--- config.mk ---
export PLATFORM = sky130hd
export DESIGN_NAME = longest_alternating_subsequence
export DESIGN_NICKNAME = d
export VERILOG_FILES = /design/src/sv/las_pkg.sv /design/src/sv/las_ram.sv /design/src/sv/longest_alternating_subsequence.sv
export SDC_FILE = /design/constraint.sdc
export NUM_CORES = 2
export LEC_CHECK = 0
export ABC_CLOCK_PERIOD_IN_PS = 5750
export BUFFER_PORTS_ARGS = -buffer_cell sky130_fd_sc_hd__buf_2
export CELL_PAD_IN_SITES_DETAIL_PLACEMENT = 0
export CELL_PAD_IN_SITES_GLOBAL_PLACEMENT = 1
export CORE_MARGIN = 2
export CORE_UTILIZATION = 55
export DETAILED_ROUTE_END_ITERATION = 10
export PLACE_DENSITY = 0.87
export SLEW_MARGIN = 20
export SYNTH_ARGS = -nofsm -noshare
export SYNTH_HDL_FRONTEND = slang
export SYNTH_HIERARCHICAL = 1
export SYNTH_SLANG_ARGS = --single-unit
export TNS_END_PERCENT = 20
--- constraint.sdc ---
create_clock -name aclk -period 5.75 [get_ports aclk]
set_input_delay 0.8625 -clock aclk [delete_from_list [all_inputs] [get_ports aclk]]
set_output_delay 0.8625 -clock aclk [all_outputs]
set_load 0.02 [all_outputs]
--- src/sv/las_pkg.sv ---
// ----------------------------------------------------------------------------
// las_pkg
// constants and sequencer states for the longest alternating subsequence block
// ----------------------------------------------------------------------------
package las_pkg;
    localparam int MAX_LEN_DEF    = 64;
    localparam int VALUE_BITS_DEF = 31;

    typedef enum logic [3:0] {
        ST_LOAD,
        ST_FILL_I,
        ST_FILL_J,
        ST_FILL_WR,
        ST_BEST,
        ST_FIRST,
        ST_WALK_I,
        ST_WALK_J,
        ST_EMIT
    } las_state_t;
endpackage

--- src/sv/las_ram.sv ---
// ----------------------------------------------------------------------------
// las_ram
// generic single write port, single read port ram with registered read
// ----------------------------------------------------------------------------
module las_ram #(
    parameter int WIDTH = 8,
    parameter int DEPTH = 64
) (
    input  logic                     aclk,
    input  logic                     wr_en,
    input  logic [$clog2(DEPTH)-1:0] wr_addr,
    input  logic [WIDTH-1:0]         wr_data,
    input  logic [$clog2(DEPTH)-1:0] rd_addr,
    output logic [WIDTH-1:0]         rd_data
);
    logic [WIDTH-1:0] mem [DEPTH];

    // write and registered read
    always_ff @(posedge aclk) begin
        if (wr_en) begin
            mem[wr_addr] <= wr_data;
        end
        rd_data <= mem[rd_addr];
    end
endmodule

--- src/sv/longest_alternating_subsequence.sv ---
// ----------------------------------------------------------------------------
// longest_alternating_subsequence
// loads a sequence and returns its longest strictly alternating subsequence
// ----------------------------------------------------------------------------
// Usage: the input channel (s_valid/s_ready) takes one word per element,
// s_sample_value signed, s_end_of_sequence marking the last. Elements past
// MAX_LEN are dropped and reported by m_overflowed on every result word.
// Loading takes one element per cycle. After the last word the block fills
// its up/down length tables from the back with one shared comparator: for
// element i it reads every later element j once. A best-length scan
// follows, then a walk that emits each chosen value on the output channel
// (m_valid/m_ready) with m_run_end on the last one; the walk scans forward
// through the stored elements and waits on any receiver stall.
// s_ready is low from the last word until the final result is taken. If
// the receiver stalls, the block holds the result word until it is taken.
// aresetn (synchronous, active low) clears the element count, the overflow
// flag and the sequencer; the stores need no clearing since only written
// entries are read.
// ----------------------------------------------------------------------------
module longest_alternating_subsequence
    import las_pkg::*;
#(
    parameter int MAX_LEN    = las_pkg::MAX_LEN_DEF,
    parameter int VALUE_BITS = las_pkg::VALUE_BITS_DEF
) (
    input  logic                         aclk,
    input  logic                         aresetn,
    input  logic                         s_valid,
    output logic                         s_ready,
    input  logic signed [VALUE_BITS-1:0] s_sample_value,
    input  logic                         s_end_of_sequence,
    output logic                         m_valid,
    input  logic                         m_ready,
    output logic signed [VALUE_BITS-1:0] m_chosen_value,
    output logic                         m_run_end,
    output logic                         m_overflowed
);
    localparam int AW = $clog2(MAX_LEN);
    localparam int CW = $clog2(MAX_LEN + 1);
    localparam int LW = $clog2(MAX_LEN + 1);

    las_state_t state_reg, state_next;
    logic [CW-1:0] count_reg, count_next;
    logic          ovf_reg, ovf_next;
    logic [AW-1:0] i_reg, i_next;
    logic [CW-1:0] j_reg, j_next;
    logic [LW-1:0] bup_reg, bup_next, bdn_reg, bdn_next;
    logic [LW-1:0] best_reg, best_next;
    logic signed [VALUE_BITS-1:0] vi_reg, vi_next;
    logic [LW-1:0] ui_reg, ui_next, di_reg, di_next;
    logic          mup_reg, mup_next, mdn_reg, mdn_next;
    logic          last_reg, last_next;

    // ram ports
    logic                  v_we, t_we;
    logic [AW-1:0]         v_wa, t_wa, rd_a;
    logic [VALUE_BITS-1:0] v_wd, v_rd;
    logic [LW-1:0]         u_wd, d_wd, u_rd, d_rd;

    las_ram #(.WIDTH(VALUE_BITS), .DEPTH(MAX_LEN)) u_val (
        .aclk(aclk), .wr_en(v_we), .wr_addr(v_wa), .wr_data(v_wd),
        .rd_addr(rd_a), .rd_data(v_rd));
    las_ram #(.WIDTH(LW), .DEPTH(MAX_LEN)) u_up (
        .aclk(aclk), .wr_en(t_we), .wr_addr(t_wa), .wr_data(u_wd),
        .rd_addr(rd_a), .rd_data(u_rd));
    las_ram #(.WIDTH(LW), .DEPTH(MAX_LEN)) u_dn (
        .aclk(aclk), .wr_en(t_we), .wr_addr(t_wa), .wr_data(d_wd),
        .rd_addr(rd_a), .rd_data(d_rd));

    // shared signed comparator: read word against the held element
    logic gt, lt;
    assign gt = $signed(v_rd) > vi_reg;
    assign lt = $signed(v_rd) < vi_reg;

    logic [CW-1:0] i_ext;
    assign i_ext = CW'(i_reg);

    // the read issued last cycle is at j_reg - 1 during scans
    logic [CW-1:0] jm1;
    assign jm1 = j_reg - CW'(1);

    // registers
    always_ff @(posedge aclk) begin
        if (!aresetn) begin
            state_reg <= ST_LOAD;
            count_reg <= '0;
            ovf_reg   <= 1'b0;
        end else begin
            state_reg <= state_next;
            count_reg <= count_next;
            ovf_reg   <= ovf_next;
        end
        i_reg    <= i_next;
        j_reg    <= j_next;
        bup_reg  <= bup_next;
        bdn_reg  <= bdn_next;
        best_reg <= best_next;
        vi_reg   <= vi_next;
        ui_reg   <= ui_next;
        di_reg   <= di_next;
        mup_reg  <= mup_next;
        mdn_reg  <= mdn_next;
        last_reg <= last_next;
    end

    // sequencer and datapath
    always_comb begin
        state_next = state_reg;
        count_next = count_reg;
        ovf_next   = ovf_reg;
        i_next     = i_reg;
        j_next     = j_reg;
        bup_next   = bup_reg;
        bdn_next   = bdn_reg;
        best_next  = best_reg;
        vi_next    = vi_reg;
        ui_next    = ui_reg;
        di_next    = di_reg;
        mup_next   = mup_reg;
        mdn_next   = mdn_reg;
        last_next  = last_reg;
        v_we = 1'b0;
        v_wa = count_reg[AW-1:0];
        v_wd = s_sample_value;
        t_we = 1'b0;
        t_wa = i_reg;
        u_wd = bup_reg + LW'(1);
        d_wd = bdn_reg + LW'(1);
        rd_a = i_reg;
        unique case (state_reg)
            ST_LOAD: begin
                if (s_valid) begin
                    if (count_reg < CW'(MAX_LEN)) begin
                        v_we       = 1'b1;
                        count_next = count_reg + CW'(1);
                    end else begin
                        ovf_next = 1'b1;
                    end
                    if (s_end_of_sequence) begin
                        // count is at least one once an item is in
                        i_next     = AW'(((count_reg < CW'(MAX_LEN)) ?
                                          count_reg : count_reg - CW'(1)));
                        state_next = ST_FILL_I;
                    end
                end
            end
            ST_FILL_I: begin
                // read element i
                rd_a       = i_reg;
                bup_next   = '0;
                bdn_next   = '0;
                j_next     = i_ext + CW'(1);
                state_next = ST_FILL_J;
            end
            ST_FILL_J: begin
                // first cycle: data of i; later: data of j-1
                if (j_reg == i_ext + CW'(1)) begin
                    vi_next = v_rd;
                end else begin
                    if (gt && d_rd > bup_reg) bup_next = d_rd;
                    if (lt && u_rd > bdn_reg) bdn_next = u_rd;
                end
                if (j_reg < count_reg) begin
                    rd_a   = j_reg[AW-1:0];
                    j_next = j_reg + CW'(1);
                end else if (j_reg == i_ext + CW'(1)) begin
                    state_next = ST_FILL_WR;
                end else begin
                    j_next     = j_reg + CW'(1);
                    state_next = ST_FILL_WR;
                end
                if (j_reg > count_reg) state_next = ST_FILL_WR;
                if (j_reg == count_reg && j_reg != i_ext + CW'(1)) begin
                    // a spare pass through this state before the table write
                    state_next = ST_FILL_J;
                    j_next     = j_reg + CW'(1);
                end
            end
            ST_FILL_WR: begin
                t_we = 1'b1;
                if (i_reg == '0) begin
                    best_next  = '0;
                    j_next     = '0;
                    state_next = ST_BEST;
                end else begin
                    i_next     = i_reg - AW'(1);
                    state_next = ST_FILL_I;
                end
            end
            ST_BEST: begin
                // stream tables, data of j-1 arrives
                if (j_reg != '0) begin
                    if (u_rd > best_reg) best_next = u_rd;
                    if (d_rd > best_reg && d_rd > u_rd) best_next = d_rd;
                end
                if (j_reg < count_reg) begin
                    rd_a   = j_reg[AW-1:0];
                    j_next = j_reg + CW'(1);
                end else begin
                    j_next     = '0;
                    state_next = ST_FIRST;
                end
            end
            ST_FIRST: begin
                // find first entry reaching the best length
                if (j_reg != '0 && (u_rd == best_reg || d_rd == best_reg)) begin
                    i_next     = jm1[AW-1:0];
                    state_next = ST_WALK_I;
                    mup_next   = 1'b1;
                    mdn_next   = 1'b1;
                end else begin
                    rd_a   = j_reg[AW-1:0];
                    j_next = j_reg + CW'(1);
                end
            end
            ST_WALK_I: begin
                rd_a       = i_reg;
                j_next     = i_ext + CW'(1);
                state_next = ST_WALK_J;
            end
            ST_WALK_J: begin
                if (j_reg == i_ext + CW'(1)) begin
                    vi_next   = v_rd;
                    ui_next   = u_rd;
                    di_next   = d_rd;
                    last_next = 1'b1;
                    if (best_reg > LW'(1) && j_reg < count_reg) begin
                        rd_a   = j_reg[AW-1:0];
                        j_next = j_reg + CW'(1);
                    end else begin
                        state_next = ST_EMIT;
                    end
                end else if (mup_reg && ui_reg == best_reg && gt &&
                             d_rd == best_reg - LW'(1)) begin
                    last_next  = 1'b0;
                    j_next     = jm1;
                    mup_next   = 1'b0;
                    mdn_next   = 1'b1;
                    state_next = ST_EMIT;
                end else if (mdn_reg && di_reg == best_reg && lt &&
                             u_rd == best_reg - LW'(1)) begin
                    last_next  = 1'b0;
                    j_next     = jm1;
                    mup_next   = 1'b1;
                    mdn_next   = 1'b0;
                    state_next = ST_EMIT;
                end else if (j_reg < count_reg) begin
                    rd_a   = j_reg[AW-1:0];
                    j_next = j_reg + CW'(1);
                end else begin
                    state_next = ST_EMIT;
                end
            end
            ST_EMIT: begin
                if (m_ready) begin
                    if (last_reg) begin
                        count_next = '0;
                        ovf_next   = 1'b0;
                        state_next = ST_LOAD;
                    end else begin
                        i_next     = j_reg[AW-1:0];
                        best_next  = best_reg - LW'(1);
                        state_next = ST_WALK_I;
                    end
                end
            end
            default: state_next = ST_LOAD;
        endcase
    end

    // outputs
    always_comb begin
        s_ready        = (state_reg == ST_LOAD);
        m_valid        = (state_reg == ST_EMIT);
        m_chosen_value = vi_reg;
        m_run_end      = last_reg;
        m_overflowed   = ovf_reg;
    end
endmodule
==> results.json <==
{
  "run_status": "finished with violations",
  "failed_checks": "setup timing",
  "final.min_clock_period_ns": 5.788,
  "avgViaCountPerCell": 6.723,
  "synth_top_area_cell": "edfxtp_1",
  "worst-path-buf-inv": 3,
  "drive_above_1_share": 0.2591,
  "finalPower_mw": 82.13,
  "cell_pwr_density_nw_per_um2": 602.5,
  "tns_ns": -0.03772,
  "peakVddDrop_mv": 1.007,
  "max_stage_delay_ns": 0.81,
  "cts_tree": "done",
  "cts.root.buffer_cell": "clkbuf_16",
  "synth.net_count": 6016,
  "min-delay-path-class": "in -> reg",
  "clock_skew_ns": 0.07685,
  "register_to_register_path_setup_slack_ns": -0.04,
  "area.growth.synth_to_final_pct": 14.24,
  "antenna_violations_before_repair": 21,
  "dieWidth_um": 469.8,
  "regMostFlops": "u_val/mem",
  "critPathSlowestCell": "o21ai_0",
  "worstHoldPathCells": 2,
  "layout.cells.non_filler": 9466,
  "ctsLongestPathBuffers": 4,
  "synth_enable_flop_cells": 2962,
  "mappedNetlistArea_sq_um": 119300,
  "clkTransAtPathRegs_ns": 0.06,
  "number_of_library_cell_types_mapped_by_synthesis": 86,
  "startpoint_of_the_worst_register_to_register_path": "m_chosen_value[26]",
  "timing.final.max_slew_violations": 0,
  "effective_utilization_at_floorplan": 0.5549,
  "timing.hold.worst.start": "aresetn",
  "hold_ws_ns": 0.2619,
  "reg2regPathDepth": 16,
  "design.final.nets": 6517,
  "rsz0062_at_grt": "yes",
  "max_freq_ghz": 0.1728,
  "finalCritPeriodShare": 1.007,
  "dp.final_hpwl_um": 179600,
  "pin_count": 71,
  "synthMostInstantiatedCell": "edfxtp_1",
  "drc": 0,
  "critical_path.endpoint_type": "flop",
  "global_placement_routability_congestion": 0.9299,
  "route.detailed.wl_per_inst_um": 32.78,
  "timing.critical_path.fanout_max": 57,
  "leakagePower_nw": 43.63,
  "grtUsageTotal": 0.2787,
  "ys_dominant_reg_cell": "edfxtp_1",
  "tightest_slew_ns": 1.125,
  "core-area_sq_um": 215000,
  "rows": 170,
  "crit_cells": 16,
  "cts-buffers-inserted": 310,
  "flip_flop_count_of_the_largest_register_all_copies_and_words_added": 1984,
  "synth_async_sr_flop_share": 0,
  "netlist_instances": 5896,
  "max-cap-violations": 0,
  "yosysTopAreaCellShare": 0.7454,
  "die-height_um": 469.8,
  "synth.yosys.seq_area_share": 0.7550,
  "start_kind": "flop",
  "first_global_vias": 63460,
  "route.antenna.remaining_nets": 0,
  "grt_pass1_wl_um": 444300,
  "number_of_h_tree_branching_levels": 5,
  "pre_cts_slack_ns": -0.05209,
  "place.port_buffers": 70,
  "criticalPathCategory": "reg -> reg",
  "largestRegisters": "u_val/mem (1984), u_dn/mem (448), u_up/mem (448)",
  "finalSetupViolCount": 1,
  "final_hold_viol_count": 0,
  "timing.critical_path.max_delay_family": "simple AND/OR/NAND/NOR gates",
  "critical_path.cell_chain": "inv_1 > ha_1 > nand4_1 > or4_4 > or4_1 > nand3_1 > mux2_2 > a21oi_1 > a21o_1 > o21ai_4 > buf_12 > buf_4 > mux4_2 > mux2i_1 > o21ai_0 > and3_1",
  "timing.slew.headroom": 0.2439,
  "synthesis.area_per_instance_sq_um": 20.24,
  "setup_slack_of_the_critical_path_after_layout_ns": -0.03772,
  "postRouteWirelength_um": 310300,
  "grt_max_degree": 89,
  "timing.hold.worst_endpoint": "count_reg[0]",
  "route.vias.total": 63640,
  "grt.overflow.total": 0,
  "clock_sink_count": 3019,
  "drt_pass1_iterations": 6,
  "count_of_state_elements_after_synthesis": 3019,
  "clock_insertion_delay_worst_skew_ns": 0.97,
  "ys_top_cells_by_area": "edfxtp_1 (75%), mux4_2 (12%), mux2i_1 (2.8%)",
  "crit-reg2reg-capture": "u_val/rd_data[1]",
  "synth.yosys.warnings": 6,
  "detailedRoute.firstIterationViolations": 10280,
  "die_ar_sq_um": 220700,
  "endpoint_required_time_on_the_critical_path_ns": 6.66,
  "timing.critical_path.arrival_ns": 6.69,
  "netlist_top_cells_count": "edfxtp_1 (2962), mux4_2 (627), mux2i_1 (338)",
  "numPlacedInstances": 8917
}
## report_power, final
part	switching (mW)	internal, mW	leakage (nW)	total, mW
logic	20.5	15.9	11.8	36.4
registers	0.514	25.8	27.1	26.4
clock network	8.09	11.3	4.70	19.4
## cell type report
type,instances,area (sq um)
well taps,2838,3551
repair buffers,511,4614
flip-flops and latches,3019,90090
multi-input cells,2462,28080
diodes,5,12.51
inverters,93,349.1
clock inverters,146,1398
fillers,13650,78730
clock buffers,392,8222
## cell families (layout without fill, tap and decap cells)
family          count (synthesis)  after routing  share of synthesized area
compound gates                645            645                    0.03669
xor+xnor                       71             71                   0.005788
fa+ha+maj                      84             84                   0.008808
buf+inv                       415           1142                    0.01640
flops                        3019           3019                     0.7550
mux                           981            981                     0.1483
other cells                     0              5                          0
simple gates                  681            681                    0.02898
## cell usage in the layout, fill, tap and decap left out, types with 23 or more instances in the layout
master / Yosys / final
o21ai_0: 89 / 78
a21o_1: 32 / 32
a22oi_1: 121 / 121
edfxtp_1: 2962 / 2962
inv_1: 93 / 92
ha_1: 84 / 82
nand3_1: 55 / 55
dfxtp_1: 57 / 57
clkinv_2: 0 / 44
mux4_2: 627 / 627
nand4_1: 24 / 24
clkbuf_16: 0 / 315
nor2_1: 281 / 216
nand2_1: 70 / 70
mux2i_1: 338 / 337
bufinv_16: 0 / 26
xnor2_1: 41 / 33
o22ai_1: 130 / 128
a31oi_1: 60 / 58
a21oi_1: 44 / 43
buf_4: 34 / 374
nor3_1: 46 / 43
and3_1: 41 / 41
clkinv_1: 0 / 57
o31ai_1: 47 / 35
clkbuf_1: 146 / 72
buf_12: 0 / 62
buf_2: 111 / 66
xor2_1: 25 / 23
nor2_4: 1 / 64
o21a_1: 24 / 24
## how the worst max path moves through the flow
stage	start	to
3_5_place_dp	m_chosen_value[26]	u_val/rd_data[14]
6_report	m_chosen_value[26]	u_val/rd_data[1]
2_1_floorplan	m_chosen_value[30]	u_val/rd_data[23]
4_1_cts	m_chosen_value[26]	u_val/rd_data[28]
5_1_grt	m_chosen_value[26]	u_val/rd_data[27]
3_3_place_gp	i_reg[0]	u_val/rd_data[6]
## worst reg2reg max path, cell delays in order (launching register included)
cell	delay, ns
edfxtp_1	0.36
inv_1	0.06
ha_1	0.33
nand4_1	0.16
or4_4	0.56
or4_1	0.76
nand3_1	0.16
mux2_2	0.20
a21oi_1	0.08
a21o_1	0.29
o21ai_4	0.44
buf_12	0.37
buf_4	0.48
mux4_2	0.29
mux2i_1	0.07
o21ai_0	0.81
and3_1	0.30
## layer usage
layer / share of wire / up-vias / global-route usage / wire length (um)
li1: - / 25480 / - / -
met1: 0.35 / 32870 / 0.3805 / 109700
met2: 0.47 / 4573 / 0.4361 / 146500
met3: 0.13 / 711 / 0.07111 / 40970
met4: 0.042 / 6 / 0.1079 / 13070
met5: 0.00013 / - / 0 / 41
## timing repair
action | in CTS | in global routing
setup endpoints to repair | 7 | 25
gates cloned | 0 | 0
gates resized for setup | 7 | 18
hold buffers | 0 | 0
setup buffers | 0 | 3
pin swaps | 0 | 2
## stage by stage
step	instance area, sq um	util
global route	136300	0.6339
CTS	136100	0.6329
global placement	126300	0.5872
detailed placement	126500	0.5881
floorplan	119300	-
finish	136300	0.6339
(Power assumes the default switching activity.)
